$ cat src/sne_pkg.sv
`timescale 1ns / 1ps
// ----------------------------------------------------------------------------
// sne_pkg
// Shared types, character constants and the character mapping function for
// the 8.3 short name encoder.
// ----------------------------------------------------------------------------
package sne_pkg;

  // character codes
  localparam logic [7:0] CHAR_SPACE      = 8'h20;
  localparam logic [7:0] CHAR_DOT        = 8'h2E;
  localparam logic [7:0] CHAR_UNDERSCORE = 8'h5F;
  localparam logic [7:0] CHAR_DELETED    = 8'hE5;
  localparam logic [7:0] CHAR_KANJI_LEAD = 8'h05;

  // padded field values
  localparam logic [63:0] SPACE8   = 64'h2020_2020_2020_2020;
  localparam logic [23:0] SPACE3   = 24'h20_2020;
  localparam logic [63:0] DOT_ONE  = 64'h2E20_2020_2020_2020;
  localparam logic [63:0] DOT_TWO  = 64'h2E2E_2020_2020_2020;

  localparam int unsigned BASE_LEN = 8;
  localparam int unsigned EXT_LEN  = 3;

  // one finished short name
  typedef struct packed {
    logic [63:0] base_part;
    logic [23:0] extension_part;
  } sne_result_t;

  // uppercase, replace anything outside the 8.3 set, then the 0xE5 rule
  function automatic logic [7:0] sne_map_char(input logic [7:0] c);
    logic [7:0] u;
    logic       ok;
    u = c;
    if (u >= 8'h61 && u <= 8'h7A) begin
      u = u - 8'h20;
    end
    ok = 1'b0;
    if (u >= 8'h41 && u <= 8'h5A) begin
      ok = 1'b1;
    end else if (u >= 8'h30 && u <= 8'h39) begin
      ok = 1'b1;
    end else begin
      case (u) inside
        8'h24, 8'h25, 8'h27, 8'h2D, 8'h5F, 8'h40, 8'h7E, 8'h60,
        8'h21, 8'h28, 8'h29, 8'h7B, 8'h7D, 8'h5E, 8'h23, 8'h26: ok = 1'b1;
        default: ok = 1'b0;
      endcase
    end
    if (!ok) begin
      u = CHAR_UNDERSCORE;
    end
    if (u == CHAR_DELETED) begin
      u = CHAR_KANJI_LEAD;
    end
    return u;
  endfunction

endpackage

$ cat src/sne_if.sv
`timescale 1ns / 1ps
// ----------------------------------------------------------------------------
// sne_if
// Valid/ready channels of the encoder: name bytes in, short names out.
// ----------------------------------------------------------------------------
interface sne_name_if;
  logic       valid;
  logic       ready;
  logic [7:0] name_byte;
  logic       name_end;

  modport source (output valid, output name_byte, output name_end, input ready);
  modport sink   (input valid, input name_byte, input name_end, output ready);
endinterface

interface sne_short_if;
  logic        valid;
  logic        ready;
  logic [63:0] base_part;
  logic [23:0] extension_part;

  modport source (output valid, output base_part, output extension_part, input ready);
  modport sink   (input valid, input base_part, input extension_part, output ready);
endinterface

$ cat src/short_name_8_3_encoder.sv
`timescale 1ns / 1ps
// ----------------------------------------------------------------------------
// short_name_8_3_encoder
// Builds the 11-byte space-padded 8.3 short name from a long name that
// arrives one byte per word.
// ----------------------------------------------------------------------------
// Usage:
//   name_in   carries one long-name byte per word, name_end set on the last.
//   short_out carries one word per name: base_part (8 bytes) and
//             extension_part (3 bytes), first character in the top byte.
//   One name byte is taken every cycle while ready is high; the per-byte
//   state update is one pass of mapping and lane-select logic ahead of the
//   state registers. The short name is registered in the output register,
//   or in the skid slot while the receiver stalls, before short_out shows it.
//   When the receiver stalls, the pending name holds on short_out and one
//   more finished name fits in a skid slot; name_in drops ready only while
//   that slot is occupied. Bytes that do not end a name are taken as usual
//   until then.
//   Reset (rst, synchronous) clears the name state and empties the output
//   register and the skid slot; after each name the state returns to its
//   reset values for the next one.
// ----------------------------------------------------------------------------
module short_name_8_3_encoder (
  input  logic       clk,
  input  logic       rst,
  sne_name_if.sink   name_in,
  sne_short_if.source short_out
);
  import sne_pkg::*;

  logic        accept;
  logic        res_push;
  sne_result_t res;
  logic        buf_full;

  assign name_in.ready = !buf_full;
  assign accept        = name_in.valid && name_in.ready;

  // name state and short name assembly
  sne_accum u_accum (
    .clk       (clk),
    .rst       (rst),
    .accept    (accept),
    .name_byte (name_in.name_byte),
    .name_end  (name_in.name_end),
    .res_push  (res_push),
    .res       (res)
  );

  // result register and skid slot
  sne_out_buf u_out_buf (
    .clk       (clk),
    .rst       (rst),
    .push      (res_push),
    .push_data (res),
    .full      (buf_full),
    .short_out (short_out)
  );

endmodule

$ cat src/sne_accum.sv
`timescale 1ns / 1ps
// ----------------------------------------------------------------------------
// sne_accum
// Per-name state: phase, base and extension stores and dot tracking. Updated
// on every accepted word; produces the finished short name on the last word.
// ----------------------------------------------------------------------------
module sne_accum (
  input  logic                 clk,
  input  logic                 rst,
  input  logic                 accept,
  input  logic [7:0]           name_byte,
  input  logic                 name_end,
  output logic                 res_push,
  output sne_pkg::sne_result_t res
);
  import sne_pkg::*;

  typedef enum logic [1:0] {
    PH_SKIP = 2'd0,
    PH_BASE = 2'd1,
    PH_EXT  = 2'd2
  } phase_t;

  phase_t      phase, phase_next;
  logic [63:0] base_store, base_store_next;
  logic [3:0]  base_taken, base_taken_next;
  logic [23:0] extension_store, extension_store_next;
  logic [1:0]  extension_taken, extension_taken_next;
  logic [1:0]  dots_only_length, dots_only_length_next;
  logic        only_dots_seen, only_dots_seen_next;

  logic        is_dot;
  logic        is_space;
  logic [7:0]  mapped;
  logic        base_put;
  logic        ext_put;
  logic        ext_clear;
  logic [63:0] b;
  logic [23:0] e;

  // next state for one word
  always_comb begin
    phase_next            = phase;
    base_store_next       = base_store;
    base_taken_next       = base_taken;
    extension_store_next  = extension_store;
    extension_taken_next  = extension_taken;
    dots_only_length_next = dots_only_length;
    only_dots_seen_next   = only_dots_seen;
    base_put              = 1'b0;
    ext_put               = 1'b0;
    ext_clear             = 1'b0;

    is_dot   = (name_byte == CHAR_DOT);
    is_space = (name_byte == CHAR_SPACE);
    mapped   = sne_map_char(name_byte);

    // dot-only names
    if (only_dots_seen && is_dot) begin
      if (dots_only_length != 2'd3) begin
        dots_only_length_next = dots_only_length + 2'd1;
      end
    end else begin
      only_dots_seen_next = 1'b0;
    end

    // phase handling
    case (phase)
      PH_SKIP: begin
        if (!is_dot && !is_space) begin
          phase_next = PH_BASE;
          base_put   = 1'b1;
        end
      end
      PH_BASE: begin
        if (is_dot) begin
          phase_next = PH_EXT;
          ext_clear  = 1'b1;
        end else if (!is_space) begin
          base_put = 1'b1;
        end
      end
      default: begin
        if (is_dot) begin
          ext_clear = 1'b1;
        end else if (!is_space) begin
          ext_put = 1'b1;
        end
      end
    endcase

    // base byte lanes, first character at the top
    if (base_put && !base_taken[3]) begin
      for (int i = 0; i < BASE_LEN; i++) begin
        if (base_taken[2:0] == 3'(i)) begin
          base_store_next[(BASE_LEN - 1 - i) * 8 +: 8] = mapped;
        end
      end
      base_taken_next = base_taken + 4'd1;
    end

    // extension byte lanes
    if (ext_clear) begin
      extension_store_next = SPACE3;
      extension_taken_next = 2'd0;
    end else if (ext_put && extension_taken != 2'd3) begin
      for (int i = 0; i < EXT_LEN; i++) begin
        if (extension_taken == 2'(i)) begin
          extension_store_next[(EXT_LEN - 1 - i) * 8 +: 8] = mapped;
        end
      end
      extension_taken_next = extension_taken + 2'd1;
    end
  end

  // finished name from the updated state
  always_comb begin
    b = base_store_next;
    e = extension_store_next;
    if (only_dots_seen_next &&
        (dots_only_length_next == 2'd1 || dots_only_length_next == 2'd2)) begin
      b = (dots_only_length_next == 2'd1) ? DOT_ONE : DOT_TWO;
      e = SPACE3;
    end else if (b[63:56] == CHAR_SPACE && e[23:16] == CHAR_SPACE) begin
      b[63:56] = CHAR_UNDERSCORE;
    end
  end

  assign res_push           = accept && name_end;
  assign res.base_part      = b;
  assign res.extension_part = e;

  // state registers, cleared again after each name
  always_ff @(posedge clk) begin
    if (rst || (accept && name_end)) begin
      phase            <= PH_SKIP;
      base_store       <= SPACE8;
      base_taken       <= 4'd0;
      extension_store  <= SPACE3;
      extension_taken  <= 2'd0;
      dots_only_length <= 2'd0;
      only_dots_seen   <= 1'b1;
    end else if (accept) begin
      phase            <= phase_next;
      base_store       <= base_store_next;
      base_taken       <= base_taken_next;
      extension_store  <= extension_store_next;
      extension_taken  <= extension_taken_next;
      dots_only_length <= dots_only_length_next;
      only_dots_seen   <= only_dots_seen_next;
    end
  end

endmodule

$ cat src/sne_out_buf.sv
`timescale 1ns / 1ps
// ----------------------------------------------------------------------------
// sne_out_buf
// Result register with one skid slot, so input words keep flowing while a
// short name waits for the receiver.
// ----------------------------------------------------------------------------
module sne_out_buf (
  input  logic                 clk,
  input  logic                 rst,
  input  logic                 push,
  input  sne_pkg::sne_result_t push_data,
  output logic                 full,
  sne_short_if.source          short_out
);
  import sne_pkg::*;

  logic        out_valid;
  sne_result_t out_data;
  logic        skid_valid;
  sne_result_t skid_data;
  logic        pop;

  assign pop  = out_valid && short_out.ready;
  assign full = skid_valid;

  assign short_out.valid          = out_valid;
  assign short_out.base_part      = out_data.base_part;
  assign short_out.extension_part = out_data.extension_part;

  // control
  always_ff @(posedge clk) begin
    if (rst) begin
      out_valid  <= 1'b0;
      skid_valid <= 1'b0;
    end else if (pop) begin
      if (skid_valid) begin
        skid_valid <= 1'b0;
      end else begin
        out_valid <= push;
      end
    end else if (!out_valid) begin
      out_valid <= push;
    end else if (push) begin
      skid_valid <= 1'b1;
    end
  end

  // payload
  always_ff @(posedge clk) begin
    if (pop && skid_valid) begin
      out_data <= skid_data;
    end else if ((pop || !out_valid) && push) begin
      out_data <= push_data;
    end else if (out_valid && !pop && push) begin
      skid_data <= push_data;
    end
  end

endmodule
$ cat src/flat_wrapper.sv
// flat-port wrapper written by rule: the top's interface ports become plain ports
module short_name_8_3_encoder_flat import sne_pkg::*;
  (clk, rst, name_in_valid, name_in_name_byte, name_in_name_end, name_in_ready, short_out_valid, short_out_base_part, short_out_extension_part, short_out_ready);
  sne_name_if name_in_i ();
  sne_short_if short_out_i ();
  input  logic clk;
  input  logic rst;
  input wire logic [$bits(name_in_i.valid)-1:0] name_in_valid;
  input wire logic [$bits(name_in_i.name_byte)-1:0] name_in_name_byte;
  input wire logic [$bits(name_in_i.name_end)-1:0] name_in_name_end;
  output wire logic [$bits(name_in_i.ready)-1:0] name_in_ready;
  output wire logic [$bits(short_out_i.valid)-1:0] short_out_valid;
  output wire logic [$bits(short_out_i.base_part)-1:0] short_out_base_part;
  output wire logic [$bits(short_out_i.extension_part)-1:0] short_out_extension_part;
  input wire logic [$bits(short_out_i.ready)-1:0] short_out_ready;
  assign name_in_i.valid = name_in_valid;
  assign name_in_i.name_byte = name_in_name_byte;
  assign name_in_i.name_end = name_in_name_end;
  assign name_in_ready = name_in_i.ready;
  assign short_out_valid = short_out_i.valid;
  assign short_out_base_part = short_out_i.base_part;
  assign short_out_extension_part = short_out_i.extension_part;
  assign short_out_i.ready = short_out_ready;
  short_name_8_3_encoder u_core (.clk(clk), .rst(rst), .name_in(name_in_i), .short_out(short_out_i));
endmodule
$ cat config.mk
export PLATFORM = sky130hd
export DESIGN_NAME = short_name_8_3_encoder_flat
export DESIGN_NICKNAME = d
export VERILOG_FILES = /design/src/sne_pkg.sv /design/src/sne_if.sv /design/src/short_name_8_3_encoder.sv /design/src/sne_accum.sv /design/src/sne_out_buf.sv /design/src/flat_wrapper.sv
export SDC_FILE = /design/constraint.sdc
export NUM_CORES = 1
export LEC_CHECK = 0
export ABC_AREA = 1
export BUFFER_PORTS_ARGS = -buffer_cell sky130_fd_sc_hd__buf_2
export CAP_MARGIN = 40
export CORE_MARGIN = 3
export CORE_UTILIZATION = 58
export DETAILED_ROUTE_END_ITERATION = 16
export PLACE_DENSITY = 0.78
export SLEW_MARGIN = 20
export SYNTH_ARGS = -nofsm -noshare
export SYNTH_HDL_FRONTEND = slang
export SYNTH_SLANG_ARGS = --single-unit
$ cat constraint.sdc
create_clock -name clk -period 9.8 [get_ports clk]
set_input_delay 0.98 -clock clk [delete_from_list [all_inputs] [get_ports clk]]
set_output_delay 0.98 -clock clk [all_outputs]
set_load 0.01 [all_outputs]
==> flow_summary_export.csv, run 1 <==
group,metric,value,unit
pwr,p_per_area,191.4,nW/um^2
route,drtIter0Drc,829,
finish,syn_to_final_growth,14.64,%
setup_path,crit_path_end_kind,"flip-flop",
worst_hold_path,hold_start,"u_core.u_accum.base_store[23]",
setup_path,rr_startpoint,"u_core.u_out_buf.full",
logic_synthesis,synth-seq-cells,277,
clock_network,postCtsHoldBufs,0,
setup_path,cp.arrival,4.18,ns
setup_path,cp-start-kind,"input port",
setup_path,r2r_slack,6.55,ns
clock_network,path_clk_slew,0.06,ns
route,post-route-drc-count,0,
floorplan,pin_count,103,
logic_synthesis,synth_nets,1294,
logic_synthesis,ys.warnings.count,0,
pwr,power.total,2.583,mW
setup_path,critical_path_class,"input port to flip-flop",
sta,worst_pin_slew,0.7839,ns
setup_path,required,10.20,ns
pwr,seqPwrFrac,0.509,
run_status,outcome,"finished, final reports clean",
logic_synthesis,yosysUniqueCellTypes,40,
pwr,net-switching-power,602.5,uW
global_routing,grt_pass1_vias,8126,
sta,drv_slew,0,
floorplan,die-area,22040,um^2
sta,setup_tns,0,ns
logic_synthesis,synth_edf_count,176,
pwr,p_leak,5.540,nW
placed_design,placed_area,12550,um^2
global_routing,grt.overflow.total,0,
finish,drive_above_1_share,0.1550,
sta,hold_viol_final,0,
setup_path,cp_slowest_cell,"or2_2",
route,vias,8859,
logic_synthesis,synth_area_leaders,"edfxtp_1 45%, dfxtp_1 17%, nand2_1 12%",
pwr,switching_share,0.2332,
clock_network,numCtsBuffers,28,
logic_synthesis,synth_commonest_cells,"382 x nand2_1, 176 x edfxtp_1, 146 x o21ai_0",
pwr,intPower,1.981,mW
setup_path,critPathMaxFanout,19,
setup_path,r2r-end,"u_core.u_accum.base_store[58]",
setup_path,crit_chain,"buf_2 > inv_1 > nor2_1 > nand3_1 > nor2_1 > nand2_1 > inv_1 > nand3_1 > o21ai_0 > inv_1 > ha_1 > nor2_4 > clkinv_1 > or2_2 > o21ai_0 > nand2_1 > nand2_1",
placed_design,io_buffers,102,
clock_network,clockRootBuffer,"clkbuf_16",
route,viasPerCell,5.405,
sta,finalSetupViolCount,0,
finish,fin_nets,1377,
logic_synthesis,syn_inst,1269,
floorplan,core,19720,um^2
sta,fin_skew,0.008413,ns
floorplan,num_rows,51,
finish,n_antenna_cell,0,
setup_path,rr_worst_depth,12,
placed_design,place.gp.congestion,0.8504,
worst_hold_path,holdCritPathClass,"flip-flop to flip-flop",
sta,clock.fmax,0.2642,GHz
route,drtPass1Iterations,5,
pwr,p_comb_frac,0.087,
sta,relSlewSlack,0.4774,
sta,fin_crit,3.786,ns
route,wirelength,25020,um
logic_synthesis,ys.flop_type,"edfxtp_1",
clock_network,cts_setup_buffers,0,
logic_synthesis,syn_avg_cell_area,9.278,um^2
clock_network,cts_sinks,277,
clock_network,ctsLongestPathBuffers,3,
setup_path,critPathBufInv,5,
clock_network,cts_tree,"done",
worst_hold_path,worstHoldEndpoint,"u_core.u_accum.base_store[23]",
logic_synthesis,post-synth-top-count-cell,"nand2_1",
run,drv_cap,0,
logic_synthesis,syn_area,11770,um^2
worst_hold_path,whs_path_depth,2,
route,ant_nets,0,
logic_synthesis,synth_top_area_cell,"edfxtp_1",
sta,hold_ws,0.4432,ns
logic_synthesis,synth_top_area_share,0.4489,
logic_synthesis,synth_seq_area_share,0.6206,
global_routing,grt_usage,0.2244,
floorplan,die_y,148.5,um
global_routing,antenna_found_initial,0,
sta,rsz0062_at_grt,"no",
clock_network,ctsResizeCount,0,
global_routing,grt_max_degree,88,
placed_design,dp.cells,1583,
setup_path,max_stage_delay,0.56,ns
floorplan,die_w,148.5,um
clock_network,worst_skew_pair.late_latency,0.53,ns
logic_synthesis,async_flop_share,0,
sta,fin_crit_sh,0.3863,
clock_network,htreeDepth,1,
global_routing,grt_pass1_wl,40730,um
pwr,p_clk_frac,0.403,
finish,finalInstanceArea,13500,um^2
setup_path,crit_family,"simple AND/OR/NAND/NOR gates",
finish,instances_no_fill,1639,
floorplan,initial_utilization,0.5971,
pwr,ir_worst_vdd,0.0001486,V
route,avgRoutedWirePerCell,15.27,um
placed_design,dpl.hpwl,15630,um
## per-stage QoR
stage / utilization / worst slack (ns)
2_1_floorplan: - / 1.555
6_report: 0.6846 / 6.014
5_1_grt: 0.6846 / 5.726
3_5_place_dp: 0.6365 / 5.539
3_3_place_gp: 0.6313 / 5.596
4_1_cts: 0.6824 / 6.064
## cells in the final DEF (no fill, tap or decap), types with 6 or more instances in the layout
cell type  netlist  final
buf_2            1    102
nand3_2          6      6
edfxtp_1       176    176
inv_2            8      8
or2_2           11     11
nand2_1        382    382
o21ai_0        146    145
nand3_1         30     30
ha_1            12     12
inv_1           60     59
nor2_1          98     95
a21oi_1        123    123
clkbuf_16        0     29
dfxtp_1        101    101
buf_4            2     14
clkbuf_1        55     11
nand2_2         11     11
## registers in the layout, indices dropped and copies added, names as in the netlist
register,count
u_core.u_accum.only_dots_seen,1
u_core.u_out_buf.skid_data,88
u_core.u_accum.base_store,64
u_core.u_out_buf.short_out.extension_part,24
u_core.u_accum.extension_taken,2
u_core.u_accum.phase,2
u_core.u_accum.extension_store,24
u_core.u_accum.dots_only_length,2
u_core.u_out_buf.short_out.base_part,64
u_core.u_out_buf.full,1
u_core.u_out_buf.short_out.valid,1
u_core.u_accum.base_taken,4
## per-layer routing
metal  global-route usage  routed length, um
met5                    0                  0
met1               0.3344              11420
met4              0.06328                489
met3              0.02834               1674
met2               0.3512              11440
## worst register-to-register path, stage by stage, from the launching register on
cell and delay, ns:
dfxtp_1 0.33, inv_1 0.11, nand2_1 0.08, buf_4 0.25
clkinv_2 0.34, buf_12 0.29, nand2_1 0.25, nand2_1 0.10
buf_4 0.22, clkinv_1 0.21, buf_4 0.57, o21ai_0 0.25
a21oi_1 0.17
## power by group through the flow
stage | Clock (mW) | Sequential [mW] | Combinational [mW]
2_1_floorplan | 0 | 1.35 | 0.142
4_1_cts | 1.05 | 1.32 | 0.224
6_report | 1.04 | 1.32 | 0.226
3_5_place_dp | 0 | 1.34 | 0.223
3_3_place_gp | 0 | 1.34 | 0.213
5_1_grt | 1.10 | 1.32 | 0.256
## area by class of cell
type                    count  area (um^2)
clock buffers              45        835.8
clock inverters             7        70.07
fillers                  1454         6220
inverters                  70        264.0
multi-input cells         854         3959
flip-flops and latches    277         7307
well taps                 265        331.6
repair buffers            121        730.7
## how the worst max path moves through the flow
stage | from | to | slack, ns | cells after the start
6_report | name_in_name_byte[5] | u_core.u_out_buf.short_out.base_part[49] | 6.01 | 17
5_1_grt | name_in_name_byte[5] | u_core.u_out_buf.short_out.base_part[51] | 5.73 | 17
4_1_cts | name_in_name_byte[5] | u_core.u_out_buf.short_out.base_part[49] | 6.06 | 17
3_5_place_dp | name_in_name_byte[5] | u_core.u_out_buf.short_out.base_part[49] | 5.54 | 17
3_3_place_gp | name_in_name_byte[5] | u_core.u_out_buf.short_out.base_part[49] | 5.60 | 17
2_1_floorplan | name_in_valid | u_core.u_out_buf.short_out.base_part[0] | 1.55 | 4
## kinds of logic after synthesis
group                      Yosys count  synth area share
AOI/OAI and AO/OA                  289            0.1282
adders and majority gates           12           0.01275
DFF                                277            0.6206
and+or+nand+nor                    553            0.1925
buffers and inverters              138           0.04601
Power figures use the tool's default switching activity.
==> run 2: changes to the inputs <==
clock period = 3.83 ns   (was 9.8 ns; I/O delays follow)
==> run 2 against run 1 <==
Total power grew to 2.6 times the previous value. Utilization increased by 0.18 points. Largest power group unchanged. Clock skew is 0.0018 ns lower. Register-to-register slack got worse by 5.3 ns. Via count up 1.1%. Highest routed layer unchanged. Wire length is 2.2% higher. First-iteration DRC count decreased by 3.3%. Sequential power rose to 2.6 times the previous value. Sequential cell count unchanged. Critical path depth up 1. Setup slack lost 5.0 ns.
==> flow_summary_export.csv, run 2 (synthesis results as in run 1) <==
group,metric,value,unit
pwr,ir_worst_vdd,0.0003520,V
setup_path,cp-start-kind,"input port",
route,viasPerCell,5.460,
placed_design,place.gp.congestion,0.8350,
pwr,p_leak,5.566,nW
floorplan,die-area,22040,um^2
finish,mostFrequentLayoutCell,"nand2_1",
finish,multi_input_area,3959,um^2
run,drv_cap,0,
finish,seq_area,7307,um^2
floorplan,die_w,148.5,um
setup_path,crit_chain,"buf_2 > nand2_2 > inv_1 > nand3_1 > nor2_1 > nand2_1 > inv_1 > nand3_1 > o21ai_0 > inv_1 > ha_1 > nor2_4 > clkinv_1 > buf_4 > or2_2 > o21ai_0 > nand2_1 > nand2_1",
floorplan,pin_count,103,
sta,relSlewSlack,0.5145,
clock_network,clockRootBuffer,"clkbuf_16",
clock_network,postCtsHoldBufs,0,
route,drtPass1Iterations,5,
sta,hold_viol_final,0,
route,vias,8955,
clock_network,cts_tree,"done",
finish,largest_register_ffs,88,
clock_network,worst_skew_pair.late_latency,0.52,ns
route,post-route-drc-count,0,
sta,finalSetupViolCount,0,
sta,worst_pin_slew,0.7282,ns
global_routing,antenna_found_initial,0,
finish,n_antenna_cell,0,
global_routing,grt_pass1_wl,42170,um
finish,syn_to_final_growth,14.94,%
setup_path,cp.arrival,3.20,ns
global_routing,grt_pass1_vias,8342,
sta,drv_slew,0,
clock_network,cts_setup_buffers,0,
route,wirelength,25560,um
floorplan,core,19720,um^2
route,avgRoutedWirePerCell,15.59,um
setup_path,crit_path_end_kind,"flip-flop",
clock_network,cts_sinks,277,
pwr,p_per_area,495.7,nW/um^2
route,drtIter0Drc,802,
setup_path,r2r_slack,1.28,ns
placed_design,dpl.hpwl,15630,um
worst_hold_path,holdCritPathClass,"input port to flip-flop",
sta,fin_crit,2.807,ns
sta,rsz0062_at_grt,"no",
clock_network,numCtsBuffers,27,
global_routing,grt.overflow.total,0,
clock_network,ctsResizeCount,0,
placed_design,io_buffers,102,
global_routing,grt_usage,0.2325,
setup_path,critical_path_class,"input port to flip-flop",
finish,fillers,1506,
placed_design,dp.cells,1590,
global_routing,grt_max_degree,89,
route,ant_nets,0,
setup_path,cp_slowest_cell,"ha_1",
floorplan,num_rows,51,
clock_network,ctsLongestPathBuffers,3,
finish,final_core_util,0.6863,
setup_path,critPathMaxFanout,17,
sta,setup_tns,0,ns
setup_path,max_stage_delay,0.33,ns
floorplan,initial_utilization,0.5971,
run_status,outcome,"finished, final reports clean",
setup_path,required,4.23,ns
floorplan,die_y,148.5,um
finish,regMostFlops,"u_core.u_out_buf.skid_data",
finish,drive_above_1_share,0.1585,
finish,final_cell_mix,"382 x nand2_1, 176 x edfxtp_1, 145 x o21ai_0",
clock_network,path_clk_slew,0.06,ns
sta,fin_skew,0.006616,ns
finish,fin_nets,1380,
sta,fin_crit_sh,0.7329,
clock_network,htreeDepth,1,
sta,clock.fmax,0.3563,GHz
finish,instances_no_fill,1640,
==> run 2: cell types whose count changed in the layout (fill, tap and decap cells not counted), moves of 2 or more <==
cell and delta:
buf_4 +4, bufinv_16 +4, clkbuf_8 -2, clkbuf_1 -6, clkbuf_16 -2, clkinv_1 +2
==> run 2: per-stage QoR <==
stage               area, um^2  power, mW  hold slack, ns  setup WS [ns]
floorplan                11780      3.819          0.4215         0.1838
global placement         12530      3.976          0.4293         0.6288
detailed placement       12590      3.997          0.4345         0.6133
CTS                      13530      6.748         0.01145          1.100
global route             13530      6.961         0.04790         0.7064
finish                   13530      6.709         0.03058          1.023
==> run 2: report_power, final <==
group / leakage [nW] / switching [mW] / internal [mW]
clock network: 0.452 / 1.08 / 1.69
logic: 2.69 / 0.396 / 0.182
registers: 2.43 / 0.0430 / 3.32
total: 5.57 / 1.52 / 5.19
==> run 2: final timing paths <==
check	startpoint	end	cells after the start
hold reg to reg	u_core.u_accum.base_store[23]	u_core.u_accum.base_store[23]	2
hold / removal	rst	u_core.u_out_buf.short_out.valid	2
setup reg to reg	u_core.u_out_buf.full	u_core.u_accum.base_store[9]	8
setup / recovery	name_in_name_byte[3]	u_core.u_out_buf.short_out.base_part[50]	18
==> run 2: final cells by class <==
type,count,area share
flip-flops and latches,277,0.5399
multi-input cells,854,0.2925
repair buffers,125,0.05455
clock buffers,35,0.05436
well taps,265,0.02450
inverters,70,0.01951
clock inverters,14,0.01461
==> run 2: layer usage <==
| layer | share of wire | vias up | track usage |
|---|---|---|---|
| met5 | 0 | - | 0 |
| met4 | 0.029 | 0 | 0.08176 |
| met3 | 0.071 | 59 | 0.03687 |
| met2 | 0.45 | 335 | 0.3519 |
| met1 | 0.45 | 4139 | 0.3446 |
| li1 | - | 4422 | - |
==> run 2: worst max-delay path, delay by kind of cell <==
family / cells / cell delay (ns)
AND/OR/NAND/NOR: 9 / 1.43
AO/OA/AOI/OAI: 2 / 0.25
adder cells (fa/ha/maj): 1 / 0.33
buffers and inverters: 6 / 0.78
==> run 3: changes to the inputs <==
ABC_AREA = 0   (was 1)
clock period = 2.8 ns   (was 3.83 ns; I/O delays follow)
==> run 3 against run 2 <==
Synthesized cell count down 8.7%. Global-route usage up 1.9 points. Combinational power up 14%. Sequential power up 33%. Worst hold slack better by 0.015 ns. Critical path depth down 7. Clock skew up 0.0021 ns. Via count up 3.0%. Design area up 5.5%. Non-clock buffer count up 62. First-iteration DRC count down 4.5%.
==> flow_summary_export.csv, run 3 <==
group,metric,value,unit
floorplan,die_w,149.8,um
sta,clock.fmax,0.3673,GHz
global_routing,met3_usage,0.03240,
setup_path,required,3.18,ns
logic_synthesis,ys.flop_type,"edfxtp_1",
placed_design,io_buffers,102,
clock_network,cts_setup_buffers,0,
run,drv_cap,0,
clock_network,worst_skew_pair.late_latency,0.53,ns
logic_synthesis,yosysUniqueCellTypes,61,
clock_network,cts_tree,"done",
logic_synthesis,syn_inst,1158,
logic_synthesis,synth-seq-cells,277,
floorplan,die-area,22440,um^2
setup_path,cp-start-kind,"flip-flop",
run_status,outcome,"finished, final reports clean",
global_routing,grt_max_degree,89,
logic_synthesis,synth_nets,1183,
global_routing,met1_usage,0.3339,
sta,fin_crit_sh,0.9724,
floorplan,core,19910,um^2
finish,drive_above_1_share,0.2117,
finish,syn_to_final_growth,19.08,%
sta,relSlewSlack,0.4857,
worst_hold_path,whs_path_depth,2,
route,wirelength,28600,um
global_routing,grt_pass1_vias,8867,
logic_synthesis,synth_seq_area_share,0.6092,
logic_synthesis,synth_top_area_share,0.4406,
setup_path,rr_startpoint,"u_core.u_accum.extension_taken[0]",
setup_path,r2r-end,"u_core.u_out_buf.skid_data[80]",
route,drtIter0Drc,766,
finish,n_antenna_cell,0,
logic_synthesis,syn_avg_cell_area,10.36,um^2
finish,regMostFlops,"u_core.u_out_buf.skid_data",
logic_synthesis,synth_top_area_cell,"edfxtp_1",
logic_synthesis,synth_area_leaders,"edfxtp_1 44%, dfxtp_1 17%, nor2_1 7.7%",
global_routing,grt_usage,0.2518,
finish,final_core_util,0.7174,
pwr,p_per_area,634.7,nW/um^2
logic_synthesis,syn_area,11990,um^2
sta,drv_slew,0,
global_routing,grt_pass1_wl,45360,um
route,vias,9220,
worst_hold_path,worstHoldEndpoint,"u_core.u_out_buf.full",
setup_path,rr_worst_depth,11,
clock_network,numCtsBuffers,28,
global_routing,grt.overflow.total,0,
floorplan,initial_utilization,0.6024,
placed_design,place.gp.congestion,0.9000,
clock_network,ctsLongestPathBuffers,3,
clock_network,cts_sinks,277,
setup_path,r2r_slack,0.08,ns
logic_synthesis,ys.warnings.count,0,
clock_network,htreeDepth,1,
pwr,ir_worst_vdd,0.0004186,V
clock_network,clockRootBuffer,"clkbuf_16",
sta,finalSetupViolCount,0,
placed_design,dpl.hpwl,18460,um
setup_path,critical_path_class,"flip-flop to flip-flop",
setup_path,cp.arrival,3.11,ns
logic_synthesis,synth_commonest_cells,"245 x nor2_1, 176 x edfxtp_1, 124 x nand2_1",
sta,fin_crit,2.723,ns
route,drtPass1Iterations,5,
pwr,p_leak,5.521,nW
route,avgRoutedWirePerCell,18.23,um
floorplan,num_rows,51,
route,post-route-drc-count,0,
floorplan,die_y,149.8,um
finish,fin_nets,1307,
logic_synthesis,async_flop_share,0,
floorplan,pin_count,103,
global_routing,antenna_found_initial,0,
setup_path,critPathMaxFanout,13,
logic_synthesis,post-synth-top-count-cell,"nor2_1",
global_routing,grt-busiest-layer,"met2",
finish,final_cell_mix,"244 x nor2_1, 176 x edfxtp_1, 123 x nand2_1",
finish,largest_register_ffs,88,
route,viasPerCell,5.876,
sta,worst_pin_slew,0.7696,ns
route,ant_nets,0,
worst_hold_path,hold_start,"short_out_ready",
finish,fillers,1453,
clock_network,path_clk_slew,0.06,ns
sta,fin_skew,0.008746,ns
setup_path,crit_path_end_kind,"flip-flop",
worst_hold_path,holdCritPathClass,"input port to flip-flop",
global_routing,gr-usage-met2,0.4262,
sta,setup_tns,0,ns
finish,mostFrequentLayoutCell,"nor2_1",
logic_synthesis,synth_edf_count,176,
sta,hold_viol_final,0,
==> run 3: timing repair <==
action	CTS	global route
resized for setup	0	6
endpoints found under the setup margin	0	5
hold endpoints to repair	2	0
hold buffers	1	0
==> run 3: worst max-delay path, stage by stage, from the launching register on <==
cell	delay (ns)
dfxtp_2	0.36
inv_1	0.08
ha_1	0.22
and2_1	0.18
a21o_1	0.19
a222oi_1	0.32
buf_4	0.17
o22ai_1	0.07
or4_1	0.55
buf_6	0.18
buf_4	0.15
a21oi_2	0.12
==> run 3: how the worst max path moves through the flow <==
stage / start / end / cells after the start
6_report: u_core.u_accum.extension_taken[0] / u_core.u_out_buf.skid_data[80] / 11
5_1_grt: u_core.u_accum.extension_taken[0] / u_core.u_out_buf.skid_data[80] / 11
4_1_cts: u_core.u_accum.extension_taken[0] / u_core.u_out_buf.short_out.base_part[61] / 10
3_5_place_dp: name_in_name_byte[3] / u_core.u_out_buf.short_out.extension_part[22] / 11
3_3_place_gp: name_in_name_byte[3] / u_core.u_out_buf.short_out.extension_part[22] / 11
2_1_floorplan: u_core.u_out_buf.full / u_core.u_out_buf.short_out.base_part[0] / 3
==> run 3: layer usage <==
layer,routed length (um),part of all wire
met2,14460,0.51
met5,0,0
met3,1471,0.051
met1,11840,0.41
met4,825,0.029
==> run 3: power by group <==
part | switching (mW) | internal (mW) | leakage (nW)
Combinational | 0.423 | 0.239 | 2.54
Clock | 1.50 | 2.42 | 0.492
Sequential | 0.0416 | 4.45 | 2.49
==> run 3: cell type report <==
cell class,instances,area (um^2),share of cell area
well taps,265,331.6,0.02322
repair buffers,187,1267,0.08874
flip-flops and latches,277,7311,0.5119
multi-input cells,777,4335,0.3035
clock inverters,5,75.07,0.005256
inverters,11,41.29,0.002891
clock buffers,47,920.9,0.06448
==> run 3: kinds of logic (layout without fill, tap and decap cells) <==
family | Yosys count | count (layout) | share of synthesized area
AND/OR/NAND/NOR | 455 | 455 | 0.1639
flip-flops | 277 | 277 | 0.6092
buffers and inverters | 104 | 250 | 0.03651
AO/OA/AOI/OAI | 295 | 295 | 0.1642
XOR/XNOR | 2 | 2 | 0.001461
adder cells (fa/ha/maj) | 12 | 12 | 0.01252
multiplexers | 13 | 13 | 0.01221
==> run 3: through the flow <==
step           worst slack [ns]  cells  total power [mW]  instance area, um^2  hold slack [ns]
2_1_floorplan           -0.7464   1158             4.971                12040           0.3491
3_3_place_gp           -0.08761   1516             5.203                13260           0.4124
3_5_place_dp            -0.1704   1516             5.222                13260           0.4154
4_1_cts                 0.05189   1569             9.108                14260          0.03372
5_1_grt                -0.01968   1569             9.351                14280          0.06408
6_report                0.07735   1569             9.065                14280          0.04597
